===== config.mk =====
export PLATFORM = sky130hd
export DESIGN_NAME = byte_ring_queue_peek_flush
export DESIGN_NICKNAME = d
export VERILOG_FILES = /design/src/design/brq_pkg.sv /design/src/design/brq_mem.sv /design/src/design/brq_outq.sv /design/src/design/brq_ctrl.sv /design/src/design/byte_ring_queue_peek_flush.sv
export VERILOG_INCLUDE_DIRS = /design/src /design/src/design
export SDC_FILE = /design/constraint.sdc
export NUM_CORES = 1
export LEC_CHECK = 0
export BUFFER_PORTS_ARGS = -buffer_cell sky130_fd_sc_hd__buf_2
export CAP_MARGIN = 20
export CORE_MARGIN = 8
export CORE_UTILIZATION = 46
export DETAILED_ROUTE_END_ITERATION = 16
export GPL_ROUTABILITY_DRIVEN = 0
export PLACE_DENSITY = 0.59
export SLEW_MARGIN = 20
export SYNTH_ARGS = -nofsm -noshare
export SYNTH_HDL_FRONTEND = slang
export SYNTH_HIERARCHICAL = 1
export SYNTH_SLANG_ARGS = --single-unit

===== constraint.sdc =====
create_clock -name clk -period 6.4 [get_ports clk]
set_input_delay 0.32 -clock clk [delete_from_list [all_inputs] [get_ports clk]]
set_output_delay 0.32 -clock clk [all_outputs]
set_load 0.05 [all_outputs]

===== src/design/byte_ring_queue_peek_flush_assert.svh =====
// Assertion macros used by the byte ring queue controller RTL.
// Each macro expects clk and rst_n in the scope where it is used.
`ifndef BYTE_RING_QUEUE_PEEK_FLUSH_ASSERT_SVH
`define BYTE_RING_QUEUE_PEEK_FLUSH_ASSERT_SVH

// Check a condition at every clock edge outside reset.
`define BRQ_ASSERT_ALWAYS(lbl, cond, msg) \
  lbl: assert property (@(posedge clk) disable iff (!rst_n) (cond)) else $error(msg);

// Check a consequence in the same cycle as its cause.
`define BRQ_ASSERT_IMPL(lbl, ante, cons, msg) \
  lbl: assert property (@(posedge clk) disable iff (!rst_n) (ante) |-> (cons)) \
    else $error(msg);

// Check a consequence in the cycle after its cause.
`define BRQ_ASSERT_NEXT(lbl, ante, cons, msg) \
  lbl: assert property (@(posedge clk) disable iff (!rst_n) (ante) |=> (cons)) \
    else $error(msg);

`endif


===== src/design/brq_pkg.sv =====
package brq_pkg;

  // Default queue depth and fixed field widths
  localparam int BRQ_DEPTH_DEF = 64;
  localparam int BYTE_W        = 8;
  localparam int COUNT_W       = 7;
  localparam int FILL_W        = 6;
  localparam logic [COUNT_W-1:0] CHUNK_MAX = 7'd127;

  typedef enum logic [1:0] {
    ACT_PUSH  = 2'd0,
    ACT_PEEK  = 2'd1,
    ACT_FLUSH = 2'd2,
    ACT_CLEAR = 2'd3
  } action_t;

  typedef enum logic [1:0] {
    ST_OK       = 2'd0,
    ST_OVERFLOW = 2'd1,
    ST_EMPTY    = 2'd2,
    ST_BADCOUNT = 2'd3
  } status_t;

  typedef struct packed {
    action_t             action;
    logic [BYTE_W-1:0]   data_byte;
    logic [COUNT_W-1:0]  count;
    logic                chunk_end;
  } in_item_t;

  typedef struct packed {
    logic [BYTE_W-1:0]   out_byte;
    logic [COUNT_W-1:0]  done_length;
    status_t             status;
    logic                last;
    logic [FILL_W-1:0]   stored_count;
  } out_item_t;

endpackage


===== src/design/brq_mem.sv =====
module brq_mem import brq_pkg::*; #(
  parameter int DEPTH = BRQ_DEPTH_DEF,
  parameter int IW    = $clog2(DEPTH)
) (
  input  logic              clk,
  input  logic              we,
  input  logic [IW-1:0]     waddr,
  input  logic [BYTE_W-1:0] wdata,
  input  logic              re,
  input  logic [IW-1:0]     raddr,
  output logic [BYTE_W-1:0] rdata
);

  logic [BYTE_W-1:0] mem [DEPTH];
  logic [BYTE_W-1:0] rdata_r;

  // Write one byte
  always_ff @(posedge clk) begin
    if (we) begin
      mem[waddr] <= wdata;
    end
  end

  // Registered read
  always_ff @(posedge clk) begin
    if (re) begin
      rdata_r <= mem[raddr];
    end
  end

  assign rdata = rdata_r;

endmodule


===== src/design/brq_outq.sv =====
module brq_outq import brq_pkg::*; (
  input  logic      clk,
  input  logic      rst_n,
  input  logic      push,
  input  out_item_t push_word,
  output logic [1:0] occ,
  output logic      pop,
  output logic      out_valid,
  input  logic      out_ready,
  output out_item_t out_data
);

  out_item_t  slot_r [2];
  logic       head_r;
  logic [1:0] occ_r;
  logic [1:0] occ_nxt;
  logic       tail;

  assign out_valid = (occ_r != 2'd0);
  assign out_data  = slot_r[head_r];
  assign pop       = out_valid && out_ready;
  assign occ       = occ_r;
  assign tail      = head_r ^ occ_r[0];

  // Track occupancy
  always_comb begin
    case ({push, pop})
      2'b10:   occ_nxt = occ_r + 2'd1;
      2'b01:   occ_nxt = occ_r - 2'd1;
      default: occ_nxt = occ_r;
    endcase
  end

  always_ff @(posedge clk) begin
    if (!rst_n) begin
      head_r <= 1'b0;
      occ_r  <= 2'd0;
    end else begin
      head_r <= head_r ^ pop;
      occ_r  <= occ_nxt;
    end
  end

  // Hold result words
  always_ff @(posedge clk) begin
    if (push) begin
      slot_r[tail] <= push_word;
    end
  end

endmodule


===== src/design/brq_ctrl.sv =====
module brq_ctrl import brq_pkg::*; #(
  parameter int DEPTH = BRQ_DEPTH_DEF,
  parameter int IW    = $clog2(DEPTH)
) (
  input  logic              clk,
  input  logic              rst_n,
  input  logic              in_valid,
  output logic              in_ready,
  input  in_item_t          in_data,
  output logic              mem_we,
  output logic [IW-1:0]     mem_waddr,
  output logic [BYTE_W-1:0] mem_wdata,
  output logic              mem_re,
  output logic [IW-1:0]     mem_raddr,
  input  logic [BYTE_W-1:0] mem_rdata,
  output logic              q_push,
  output out_item_t         q_data,
  input  logic [1:0]        q_occ,
  input  logic              q_pop
);

  localparam int              IWP      = IW + 1;
  localparam logic [7:0]      DEPTH_W  = 8'(DEPTH);
  localparam logic [IWP-1:0]  DEPTH_I  = IWP'(DEPTH);
  localparam logic [IW-1:0]   LAST_IDX = IW'(DEPTH - 1);

  typedef enum logic {S_IDLE, S_PEEK} state_t;

  state_t              state_r, state_nxt;
  logic [IW-1:0]       wr_idx_r, wr_idx_nxt;
  logic [IW-1:0]       rd_idx_r, rd_idx_nxt;
  logic [FILL_W-1:0]   fill_r, fill_nxt;
  logic                chunk_open_r, chunk_open_nxt;
  logic                chunk_acc_r, chunk_acc_nxt;
  logic [COUNT_W-1:0]  chunk_bytes_r, chunk_bytes_nxt;
  logic [IW-1:0]       pk_idx_r, pk_idx_nxt;
  logic [FILL_W-1:0]   pk_left_r, pk_left_nxt;
  logic [FILL_W-1:0]   pk_len_r, pk_len_nxt;
  logic                rd_pend_r, rd_pend_nxt;
  logic                rd_last_r, rd_last_nxt;

  logic                accept;
  logic [7:0]          fill8, count8;
  logic                is_first, chunk_acc, do_store;
  logic [COUNT_W-1:0]  bytes_base, bytes_after;
  logic [FILL_W-1:0]   take_n;
  logic [IWP-1:0]      rd_sum, rd_wrap;
  logic [2:0]          q_used;
  logic                issue;
  logic [IWP-1:0]      chk_sum, chk_wrap;

  function automatic logic [IW-1:0] next_slot(input logic [IW-1:0] idx);
    return (idx == LAST_IDX) ? '0 : idx + 1'b1;
  endfunction

  assign in_ready = (state_r == S_IDLE) && !rd_pend_r && (q_occ != 2'd2);
  assign accept   = in_valid && in_ready;

  // Chunk admission and byte store decision
  assign fill8       = {2'b00, fill_r};
  assign count8      = {1'b0, in_data.count};
  assign is_first    = !chunk_open_r;
  assign chunk_acc   = is_first ? ((in_data.count != '0) && (fill8 + count8 < DEPTH_W))
                                : chunk_acc_r;
  assign do_store    = chunk_acc && (fill8 + 8'd1 < DEPTH_W);
  assign bytes_base  = is_first ? '0 : chunk_bytes_r;
  assign bytes_after = (do_store && bytes_base != CHUNK_MAX) ? bytes_base + 1'b1
                                                             : bytes_base;

  // Bytes taken by a peek or flush, and the advanced head for a flush
  assign take_n  = (count8 < fill8) ? in_data.count[FILL_W-1:0] : fill_r;
  assign rd_sum  = {1'b0, rd_idx_r} + IWP'(take_n);
  assign rd_wrap = (rd_sum >= DEPTH_I) ? rd_sum - DEPTH_I : rd_sum;

  // Issue a peek read only when the result queue will have room for it
  assign q_used = {1'b0, q_occ} + {2'b00, rd_pend_r};
  assign issue  = (q_used <= 3'd1) || (q_pop && q_used <= 3'd2);

  always_comb begin
    state_nxt       = state_r;
    wr_idx_nxt      = wr_idx_r;
    rd_idx_nxt      = rd_idx_r;
    fill_nxt        = fill_r;
    chunk_open_nxt  = chunk_open_r;
    chunk_acc_nxt   = chunk_acc_r;
    chunk_bytes_nxt = chunk_bytes_r;
    pk_idx_nxt      = pk_idx_r;
    pk_left_nxt     = pk_left_r;
    pk_len_nxt      = pk_len_r;
    rd_pend_nxt     = 1'b0;
    rd_last_nxt     = rd_last_r;
    mem_we          = 1'b0;
    mem_waddr       = wr_idx_r;
    mem_wdata       = in_data.data_byte;
    mem_re          = 1'b0;
    mem_raddr       = pk_idx_r;
    q_push          = 1'b0;
    q_data          = '0;

    // Forward a returning peek byte into the result queue
    if (rd_pend_r) begin
      q_push             = 1'b1;
      q_data.out_byte    = mem_rdata;
      q_data.done_length = {1'b0, pk_len_r};
      q_data.status      = ST_OK;
      q_data.last        = rd_last_r;
    end

    unique case (state_r)
      S_IDLE: begin
        if (accept) begin
          unique case (in_data.action)
            ACT_PUSH: begin
              if (do_store) begin
                mem_we     = 1'b1;
                wr_idx_nxt = next_slot(wr_idx_r);
                fill_nxt   = fill_r + 1'b1;
              end
              if (in_data.chunk_end) begin
                q_push             = 1'b1;
                q_data.done_length = chunk_acc ? bytes_after : '0;
                q_data.status      = chunk_acc ? ST_OK :
                                     (in_data.count == '0) ? ST_BADCOUNT : ST_OVERFLOW;
                q_data.last        = 1'b1;
                chunk_open_nxt     = 1'b0;
                chunk_acc_nxt      = 1'b0;
                chunk_bytes_nxt    = '0;
              end else begin
                chunk_open_nxt  = 1'b1;
                chunk_acc_nxt   = chunk_acc;
                chunk_bytes_nxt = bytes_after;
              end
            end
            ACT_PEEK: begin
              if (in_data.count == '0) begin
                q_push        = 1'b1;
                q_data.status = ST_BADCOUNT;
                q_data.last   = 1'b1;
              end else if (fill_r == '0) begin
                q_push        = 1'b1;
                q_data.status = ST_EMPTY;
                q_data.last   = 1'b1;
              end else begin
                state_nxt   = S_PEEK;
                pk_idx_nxt  = rd_idx_r;
                pk_left_nxt = take_n;
                pk_len_nxt  = take_n;
              end
            end
            ACT_FLUSH: begin
              q_push      = 1'b1;
              q_data.last = 1'b1;
              if (in_data.count == '0) begin
                q_data.status = ST_BADCOUNT;
              end else if (fill_r == '0) begin
                q_data.status = ST_EMPTY;
              end else begin
                rd_idx_nxt         = rd_wrap[IW-1:0];
                fill_nxt           = fill_r - take_n;
                q_data.done_length = {1'b0, take_n};
                q_data.status      = ST_OK;
              end
            end
            ACT_CLEAR: begin
              wr_idx_nxt    = '0;
              rd_idx_nxt    = '0;
              fill_nxt      = '0;
              q_push        = 1'b1;
              q_data.status = ST_OK;
              q_data.last   = 1'b1;
            end
          endcase
        end
      end
      S_PEEK: begin
        // Stream stored bytes oldest first, one read a cycle while the result queue has room
        if (issue) begin
          mem_re      = 1'b1;
          rd_pend_nxt = 1'b1;
          rd_last_nxt = (pk_left_r == FILL_W'(1));
          pk_idx_nxt  = next_slot(pk_idx_r);
          pk_left_nxt = pk_left_r - 1'b1;
          if (pk_left_r == FILL_W'(1)) begin
            state_nxt = S_IDLE;
          end
        end
      end
    endcase

    q_data.stored_count = fill_nxt;
  end

  // Hold state
  always_ff @(posedge clk) begin
    if (!rst_n) begin
      state_r       <= S_IDLE;
      wr_idx_r      <= '0;
      rd_idx_r      <= '0;
      fill_r        <= '0;
      chunk_open_r  <= 1'b0;
      chunk_acc_r   <= 1'b0;
      chunk_bytes_r <= '0;
      pk_idx_r      <= '0;
      pk_left_r     <= '0;
      pk_len_r      <= '0;
      rd_pend_r     <= 1'b0;
      rd_last_r     <= 1'b0;
    end else begin
      state_r       <= state_nxt;
      wr_idx_r      <= wr_idx_nxt;
      rd_idx_r      <= rd_idx_nxt;
      fill_r        <= fill_nxt;
      chunk_open_r  <= chunk_open_nxt;
      chunk_acc_r   <= chunk_acc_nxt;
      chunk_bytes_r <= chunk_bytes_nxt;
      pk_idx_r      <= pk_idx_nxt;
      pk_left_r     <= pk_left_nxt;
      pk_len_r      <= pk_len_nxt;
      rd_pend_r     <= rd_pend_nxt;
      rd_last_r     <= rd_last_nxt;
    end
  end

  // Tail must sit fill bytes past the head
  assign chk_sum  = {1'b0, rd_idx_r} + IWP'(fill_r);
  assign chk_wrap = (chk_sum >= DEPTH_I) ? chk_sum - DEPTH_I : chk_sum;

`include "byte_ring_queue_peek_flush_assert.svh"

  `BRQ_ASSERT_ALWAYS(a_fill_bound, fill8 < DEPTH_W, "fill count reached depth")
  `BRQ_ASSERT_ALWAYS(a_index_match, wr_idx_r == chk_wrap[IW-1:0], "tail and head disagree")
  `BRQ_ASSERT_IMPL(a_queue_room, q_push && q_occ == 2'd2, q_pop, "result queue overrun")
  `BRQ_ASSERT_IMPL(a_peek_left, state_r == S_PEEK, pk_left_r != '0, "peek with nothing left")
  `BRQ_ASSERT_NEXT(a_read_return, mem_re, rd_pend_r && q_push, "peek byte not queued")

endmodule


===== src/design/byte_ring_queue_peek_flush.sv =====
// Push, flush, clear and peek status words each give one result, sent to the result queue.
// A push byte without chunk end gives no result; input takes one word per cycle while
// no peek runs and the result queue has room. Peek of n bytes: registered memory reads,
// one per cycle while the queue has room. Input holds during a peek; queue is 2 words deep.
// Synchronous active-low reset clears indices, fill count, chunk state and result queue;
// the byte store keeps its contents and needs no clearing pass.
module byte_ring_queue_peek_flush import brq_pkg::*; #(
  parameter int DEPTH = BRQ_DEPTH_DEF
) (
  input  logic      clk,
  input  logic      rst_n,
  input  logic      in_valid,
  output logic      in_ready,
  input  in_item_t  in_data,
  output logic      out_valid,
  input  logic      out_ready,
  output out_item_t out_data
);

  localparam int IW = $clog2(DEPTH);

  logic              mem_we;
  logic [IW-1:0]     mem_waddr;
  logic [BYTE_W-1:0] mem_wdata;
  logic              mem_re;
  logic [IW-1:0]     mem_raddr;
  logic [BYTE_W-1:0] mem_rdata;
  logic              q_push;
  out_item_t         q_data;
  logic [1:0]        q_occ;
  logic              q_pop;

  // Queue control: indices, chunk admission, peek sequencer
  brq_ctrl #(
    .DEPTH (DEPTH),
    .IW    (IW)
  ) u_ctrl (
    .clk       (clk),
    .rst_n     (rst_n),
    .in_valid  (in_valid),
    .in_ready  (in_ready),
    .in_data   (in_data),
    .mem_we    (mem_we),
    .mem_waddr (mem_waddr),
    .mem_wdata (mem_wdata),
    .mem_re    (mem_re),
    .mem_raddr (mem_raddr),
    .mem_rdata (mem_rdata),
    .q_push    (q_push),
    .q_data    (q_data),
    .q_occ     (q_occ),
    .q_pop     (q_pop)
  );

  // Byte store
  brq_mem #(
    .DEPTH (DEPTH),
    .IW    (IW)
  ) u_mem (
    .clk   (clk),
    .we    (mem_we),
    .waddr (mem_waddr),
    .wdata (mem_wdata),
    .re    (mem_re),
    .raddr (mem_raddr),
    .rdata (mem_rdata)
  );

  // Result queue
  brq_outq u_outq (
    .clk       (clk),
    .rst_n     (rst_n),
    .push      (q_push),
    .push_word (q_data),
    .occ       (q_occ),
    .pop       (q_pop),
    .out_valid (out_valid),
    .out_ready (out_ready),
    .out_data  (out_data)
  );

endmodule

Word-level counts from Yosys, hierarchy flattened
Memories as Yosys holds them, arrays and structs flattened. A register that Yosys moved wholly into a read port is not among the register bits.
Cells that the tools add are included.
{ "classes": {"n_addsub": 13, "mul": 0, "div": 0, "magnitude_cmp": 6, "n_eq_ne": 18, "shifts": 0, "muxes": 74, "bitwise_logic": 5, "reduce_logical": 25} }
{ "ops": {"columns": ["cell", "count"], "rows": [
  ["$mux W6", 22],
  ["$pmux W6 S2", 4],
  ["$mux W7", 6],
  ["$mux W10", 3],
  ["$mux W1", 26],
  ["$add A6 B1 Y6 const B", 3],
  ["$mux W18", 1],
  ["$pmux W6 S3", 1],
  ["$lt A8 B7 Y1 const B", 2],
  ["$reduce_and A5 Y1", 3],
  ["$ne A2 B2 Y1 const B", 7],
  ["$pmux W7 S2", 1],
  ["$eq A6 B6 Y1 const B", 2],
  ["$pmux W3 S4", 1],
  ["$sub A6 B1 Y6 const B", 2],
  ["$add A6 B7 Y8", 1],
  ["$logic_and A1 B1 Y1", 8],
  ["$mux W2", 4],
  ["$reduce_bool A2 Y1", 4],
  ["$add A6 B1 Y7 const B", 1],
  ["$add A6 B6 Y7", 1],
  ["$add A7 B1 Y7 const B", 1],
  ["$ge A7 B7 Y1 const B", 1],
  ["$logic_not A7 Y1", 1],
  ["other kinds (27)", 35]
]} }
{ "totals": {"reg_bits": 51, "latch_bits": 0, "ram_bits": 560, "rom_bits": 0, "inputBits": 22, "n_memories": 2} }
{ "mem_list": {"columns": ["memory", "words", "width", "read_ports", "rd_ports_with_merged_regs", "wr", "line_no", "rtl"], "rows": [
  ["u_mem.mem", 64, 8, 1, 1, 1, "brq_mem.sv:14", "logic [BYTE_W-1:0] mem [DEPTH];"],
  ["u_outq.slot_r", 2, 24, 1, 1, 1, "brq_outq.sv:13", "out_item_t slot_r [2];"]
]} }

Logic depth before layout (Yosys ltp)
Gate-level depths: netlist of run 1.
{ "depth": {"word_depth": 12, "ltp_mapped": 20} }

Hierarchy
Netlist of run 1, hierarchy kept.
{ "modules_own_cells": {"columns": ["mod", "instances", "cells_each", "area_per_inst_um2", "seq_area_each_um2"], "rows": [
  ["brq_mem", 1, 967, 20317.0, 15615.0],
  ["brq_ctrl", 1, 531, 3938.8, 960.9],
  ["brq_outq", 1, 95, 1919.3, 1521.5]
]} }

Least setup slack after synthesis of run 1
No wires, ideal clock.
{ "synth_path": {"path_kind": "register -> register", "start": "register u_ctrl.fill_r[4]", "end": "register u_ctrl.fill_r[4]", "t_arrival_ps": 4103, "t_required_ps": 6285, "path_slack_ps": 2182, "stages_incl_launch_ff": 21, "n_path_buf": 3, "cell_sequence": "dfxtp_1 -> clkbuf_1 -> inv_1 -> ha_1 -> a21o_1 -> a211o_1 -> a21o_1 -> buf_6 -> buf_6 -> mux2_2 -> ha_1 -> inv_1 -> ha_1 -> nand2b_1 -> maj3_2 -> maj3_1 -> mux2i_1 -> nor3b_1 -> o311ai_1 -> a21oi_1 -> and2_1"} }
{ "synth_lines": {"columns": ["item", "line_no", "rtl"], "rows": [
  ["start, declared", "brq_ctrl.sv:32", "logic [FILL_W-1:0] fill_r, fill_nxt;"],
  ["start signal, assigned", "brq_ctrl.sv:212", "fill_r <= fill_nxt;"]
]} }

==> results.yml, run 1 <==
global_routing:
  grt_max_degree: 75
  antenna_found_initial: 0
  grt_pass1_wl_um: 90900
  grtUsageTotal_pct: 18.6
  grt_pass1_vias: 14400
  gr-total-overflow: 0
routing:
  first_pass_iters: 6
  dr_wl_met2_um: 28500
  drc_errors: 0
  drt_iter0_drc: 1490
  post_drt_wl_per_cell_um: 24.6
  via_per_inst: 5.89
  wl_met1_um: 26700
  route.met3.wl_um: 3630
  routed_wl_um: 60100
  drtAntennaViolNets: 0
  vias: 14400
  top_layer_used: "met4"
cts:
  cts.sinks: 620
  postCtsSetupRepairBufs: 0
  h-tree-depth: 3
  cts_resized: 0
  cts_tree: "built"
  root_buffer: "clkbuf_16"
  cts_made_buffers: 66
  clkLatencyLatePin_ns: 0.58
  clockBufferDepth: 3
  holdBufCountCts: 0
  clk_pin_slew_ns: 0.06
placement:
  pre_cts_ws_ns: 1.68
  io_buffers: 47
  hpwlAfterDp_um: 37400
  placed_area_um2: 27000
pwr:
  sequentialPowerShare_pct: 49.8
  p_switching_mw: 2.22
  leakage_nw: 9.08
  p_comb_share_pct: 9.4
  intPower_mw: 7.04
  ir_drop_uv: 246
  clkPwrFrac_pct: 40.8
  swShare_pct: 24.0
  pwr_density_cell_nw_per_um2: 317
synth:
  yosysUniqueCellTypes: 79
  ys_ff_latch: 620
  synth_nets: 1642
  yosysSeqAreaShare_pct: 69.1
  avgSynthCellArea_um2: 16.4
  synth_edf_count: 568
  synth-main-ff-cell: "edfxtp_1"
  yosys_warnings: 6
  async_reset_ff_share_pct: 0
  syn_area_um2: 26200
  synthCells: 1593
critical_path:
  cp.required_ns: 6.88
  rr_startpoint: "u_ctrl/fill_r[2]"
  worst-setup-path-type: "reg2reg"
  start_kind: "flop"
  critical_path_arrival_ns: 5.28
  crit_path_end_kind: "flop"
  cp_max_fo: 17
  startpoint: "u_ctrl/fill_r[2]"
die:
  die_w_um: 255
  die_area_um2: 64800
  io_pins: 48
  core_um2: 56300
  num_rows: 87
  fp.dieH_um: 255
  start_util_pct: 46.5
layout:
  syn2layout_area_growth_pct: 11.6
  drive_above_1_share_pct: 21.1
  fin_nets: 1685
  antenna_cells: 0
  fillCellCount: 4601
  postLayoutCellArea_um2: 29200
worst_hold_path:
  hp-class: "in2reg"
  min_from: "in_data[0]"
flow_run:
  max_cap_violations: 0
timing:
  setup_viol: 0
  clock_skew_ns: 0.0251
  layout_min_cycle_time_ns: 4.81
  fin_tns_setup_ns: 0
  holdWs_ns: 0.0909
  fmax_mhz: 208
  worst_pin_slew_ns: 1.05
  final.setup.worst_slack_ns: 1.59
  finalCritPeriodShare_pct: 75.1
  hold_viol: 0
  slew-limit-headroom_pct: 29.4
  rsz0062_at_grt: "no"
  drv_slew: 0
outcome:
  status: "completed"
==> worst paths after layout <==
check | end | slack [ns] | cells past startpoint
worst max-delay path | u_ctrl/fill_r[4] | 1.59 | 17
worst min-delay path | u_ctrl/chunk_open_r | 0.09 | 2
worst max register to register | u_ctrl/fill_r[4] | 1.59 | 17
worst min register to register | u_ctrl/pk_len_r[0] | 0.46 | 2
==> area by class of cell <==
type | instances | area, µm² | share of cell area (%)
inverter | 26 | 97.6 | 0.334
sequential | 620 | 18100 | 62.0
timing repair buffer | 69 | 445 | 1.52
clock inverter | 36 | 349 | 1.19
tap | 756 | 946 | 3.24
multi-input combinational | 853 | 7470 | 25.6
clock buffer | 81 | 1790 | 6.13
==> synthesized netlist by cell type, types with 12 or more instances <==
master	n	share of area, %
a211oi_1	12	0.34
a21oi_1	55	1.1
a22oi_1	25	0.72
a31oi_1	12	0.29
and2_1	20	0.48
buf_2	18	0.34
clkbuf_1	46	0.66
dfxtp_1	52	4.0
edfxtp_1	568	65
ha_1	27	1.3
inv_1	25	0.36
mux2_2	33	1.4
mux2i_1	33	1.3
mux4_2	119	10
nand2_1	72	1.0
nand2b_1	16	0.38
nand3_1	34	0.65
nor2_1	125	1.8
nor2b_1	18	0.43
nor3_1	33	0.63
o21ai_0	28	0.54
o21ai_1	13	0.25
o22ai_1	23	0.55
==> metal layers <==
| metal | global-route usage (%) | up-vias |
|---|---|---|
| li1 | - | 6403 |
| met1 | 26.5 | 7398 |
| met2 | 29.5 | 490 |
| met3 | 3.59 | 87 |
| met4 | 4.96 | 0 |
| met5 | 0 | - |
==> cell usage in the layout, fill, tap and decap left out, types with 11 or more instances in the layout <==
cell type / n
edfxtp_1: 568
nor2_1: 124
mux4_2: 119
nand2_1: 72
clkbuf_16: 69
a21oi_1: 55
buf_2: 47
dfxtp_1: 47
nand3_1: 34
mux2_2: 33
mux2i_1: 33
o21ai_0: 28
ha_1: 27
nor3_1: 26
inv_1: 25
a22oi_1: 25
o22ai_1: 23
and2_1: 20
buf_4: 19
nor2b_1: 18
nand2b_1: 16
clkinv_2: 13
o21ai_1: 13
a31oi_1: 12
a211oi_1: 12
xor2_1: 11
==> power groups by stage <==
stage	sequential (mW)	clock (mW)	combinational (mW)
5_1_grt	4.63	4.01	0.928
6_report	4.61	3.77	0.872
2_1_floorplan	4.65	0	0.684
3_3_place_gp	4.69	0	0.874
3_5_place_dp	4.70	0	0.878
4_1_cts	4.61	3.85	0.881
==> critical path, cell delays in order, from the launching register on <==
cell and delay, ns:
dfxtp_1 0.63, inv_1 0.20, ha_1 0.36, nand2_1 0.06, o21ai_1 0.16, a21o_1 0.66, mux2_2 0.35, ha_1 0.26
inv_1 0.10, ha_1 0.24, nand2b_1 0.17, maj3_2 0.31, maj3_1 0.35, mux2i_1 0.19, nor3b_1 0.08, o311ai_1 0.27
a21oi_1 0.13, and2_1 0.17
==> sequential cells by signal, summed over array words and instances, names as in the netlist, 2 cells and up, named ones only <==
| name | count |
|---|---|
| u_outq/occ | 2 |
| u_ctrl/rd_idx_r | 6 |
| u_ctrl/mem_waddr | 6 |
| u_ctrl/fill_r | 6 |
| u_ctrl/chunk_bytes_r | 7 |
| u_ctrl/mem_raddr | 6 |
| u_mem/mem | 512 |
| u_outq/slot_r | 48 |
| u_mem/rdata | 8 |
| u_ctrl/pk_left_r | 6 |
| u_ctrl/pk_len_r | 6 |
==> stage by stage <==
stage,power [mW],instances,util [%]
finish,9.25,2441,51.9
global route,9.56,2441,51.9
CTS,9.35,2440,51.8
detailed placement,5.58,2323,48.0
global placement,5.57,2323,48.0
floorplan,5.34,1593,-
==> cell families after synthesis <==
| family | after synthesis | share of synthesized area [%] |
|---|---|---|
| AO/OA/AOI/OAI | 239 | 6.17 |
| XOR/XNOR | 21 | 0.731 |
| adder cells (fa/ha/maj) | 29 | 1.37 |
| buffers and inverters | 120 | 2.45 |
| flip-flops | 620 | 69.1 |
| multiplexers | 189 | 13.2 |
| AND/OR/NAND/NOR | 375 | 6.93 |
Note: power is estimated with default switching activity, not from simulation.
==> run 2, diff against run 1 <==
Settings changed: PLACE_DENSITY 0.59 to 0.62.
Clock period 6.4 ns to 4.33 ns, I/O delays scaled along.
==> run 2 against run 1 <==
  * Combinational power is 48% higher
  * Critical path type unchanged
  * Final area is 0.87% higher
  * Wire length is 2.2% lower
  * Clock power is 30% higher
  * Setup slack worse by 1.3 ns
  * Critical endpoint unchanged
  * Register-to-register slack worse by 1.3 ns
  * Hold slack better by 0.0060 ns
  * Largest power group unchanged
  * Clock-buffer cell count is 12 lower
  * Utilization is 0.45 points higher
  * Die area stayed put
  * Largest cell class unchanged
  * Final cell count is 2.9% higher
==> results.yml, run 2 (synthesis results as in run 1) <==
cts:
  cts_made_buffers: 61
  cts.sinks: 620
  holdBufCountCts: 2
  clkLatencyLatePin_ns: 0.63
  postCtsSetupRepairBufs: 0
  cts_tree: "built"
  h-tree-depth: 2
  clk_pin_slew_ns: 0.06
  cts_resized: 0
  clockBufferDepth: 3
  root_buffer: "clkbuf_16"
timing:
  fmax_mhz: 249
  worst_pin_slew_ns: 1.07
  drv_slew: 0
  fin_tns_setup_ns: 0
  rsz0062_at_grt: "no"
  finalCritPeriodShare_pct: 92.6
  clock_skew_ns: 0.0233
  setup_viol: 0
  layout_min_cycle_time_ns: 4.01
  slew-limit-headroom_pct: 28.3
  hold_viol: 0
global_routing:
  grt_use_met2_pct: 28.7
  grt_pass1_wl_um: 88800
  gr-max-usage-layer: "met2"
  grt_pass1_vias: 14300
  use_met1_pct: 25.4
  gr-total-overflow: 0
  grt_max_degree: 65
  grt_util_met3_pct: 3.14
  grtUsageTotal_pct: 18.0
  antenna_found_initial: 0
die:
  core_um2: 56300
  fp.dieH_um: 255
  die_area_um2: 64800
  start_util_pct: 46.5
  num_rows: 87
  io_pins: 48
  die_w_um: 255
critical_path:
  crit_path_end_kind: "flop"
  r2r_cells: 16
  slowest_delay_ns: 0.50
  critical_path.most_common_cell: "ha_1"
  worst-setup-path-type: "reg2reg"
  crit_chain: "inv_1 > ha_1 > a211o_1 > a21o_1 > mux2_2 > ha_1 > inv_1 > ha_1 > nand2b_1 > maj3_2 > maj3_1 > mux2i_1 > nor3b_1 > o311ai_1 > a21oi_1 > and2_1"
  r2r_slack_ns: 0.32
  startpoint: "u_ctrl/fill_r[5]"
  start_kind: "flop"
  critical_path_arrival_ns: 4.53
  cp_slowest_cell: "dfxtp_1"
  cp.required_ns: 4.85
  rr_startpoint: "u_ctrl/fill_r[5]"
  cp_max_fo: 10
layout:
  largest_reg_flops: 512
  antenna_cells: 0
  finish.utilization_pct: 52.4
  fin_nets: 1755
  syn2layout_area_growth_pct: 12.6
  multiInputGateArea_um2: 7440
  drive_above_1_share_pct: 23.5
  top_register: "u_mem/mem"
  fillCellCount: 4586
  regArea_um2: 18100
  layout_commonest_cell: "edfxtp_1"
  final_cell_mix: "edfxtp_1 (568), nor2_1 (124), mux4_2 (119)"
worst_hold_path:
  holdPathStages: 4
  min_from: "out_ready"
  hp-class: "in2reg"
routing:
  post_drt_wl_per_cell_um: 23.4
  via_per_inst: 5.80
  drc_errors: 0
  routed_wl_um: 58800
  drt_iter0_drc: 1312
  drtAntennaViolNets: 0
  first_pass_iters: 5
  vias: 14600
outcome:
  status: "completed"
pwr:
  ir_drop_uv: 321
  leakage_nw: 9.35
  pwr_density_cell_nw_per_um2: 441
flow_run:
  max_cap_violations: 0
placement:
  hpwlAfterDp_um: 37300
  io_buffers: 47
==> run 2: cell count changes in the layout (fill, tap and decap cells not counted), moves of 3 or more <==
cell / delta
buf_4: +73
clkinv_2: +5
inv_6: -3
nor3_1: +7
clkbuf_16: -8
bufinv_16: -4
nor3_2: -7
clkinv_1: +7
==> run 2: metrics by stage <==
stage	worst slack [ns]	cell area, µm²	hold WS (ns)	std cells	total power [mW]
finish	0.322	29500	0.0969	2512	13.0
global route	0.104	29500	0.125	2512	13.4
CTS	0.332	29500	0.0612	2512	13.1
detailed placement	0.345	27600	0.454	2397	8.24
global placement	0.412	27600	0.450	2397	8.22
floorplan	0.112	26200	0.338	1593	7.89
==> run 2: path summary, 6_finish.rpt <==
kind	endpoint
setup reg to reg	u_ctrl/fill_r[4]
hold reg to reg	u_ctrl/pk_len_r[0]
setup / recovery	u_ctrl/fill_r[4]
hold / removal	flop
==> run 2: area by class of cell <==
class | count | share of cell area (%)
sequential | 620 | 61.5
clock buffer | 69 | 5.28
tap | 756 | 3.21
inverter | 26 | 0.331
clock inverter | 44 | 1.01
multi-input combinational | 853 | 25.2
timing repair buffer | 144 | 3.46
==> run 2: critical path, delay by kind of cell, from the launching register on <==
kind / cells / cell delay (ns)
compound gates: 4 / 0.89
buf+inv: 2 / 0.19
flops: 1 / 0.50
mux: 2 / 0.45
simple gates: 3 / 0.42
fa+ha+maj: 5 / 1.46
==> run 2: where the power goes <==
group,internal (mW),switching [mW]
clock network,2.70,2.20
logic,0.384,0.905
registers,6.71,0.0950
total,9.79,3.20
==> run 2: routing by layer <==
layer  vias up  wire [µm]
li1       6544          -
met4         0       1550
met5         -          0
met2       512      27800
met3        94       4160
met1      7421      25200
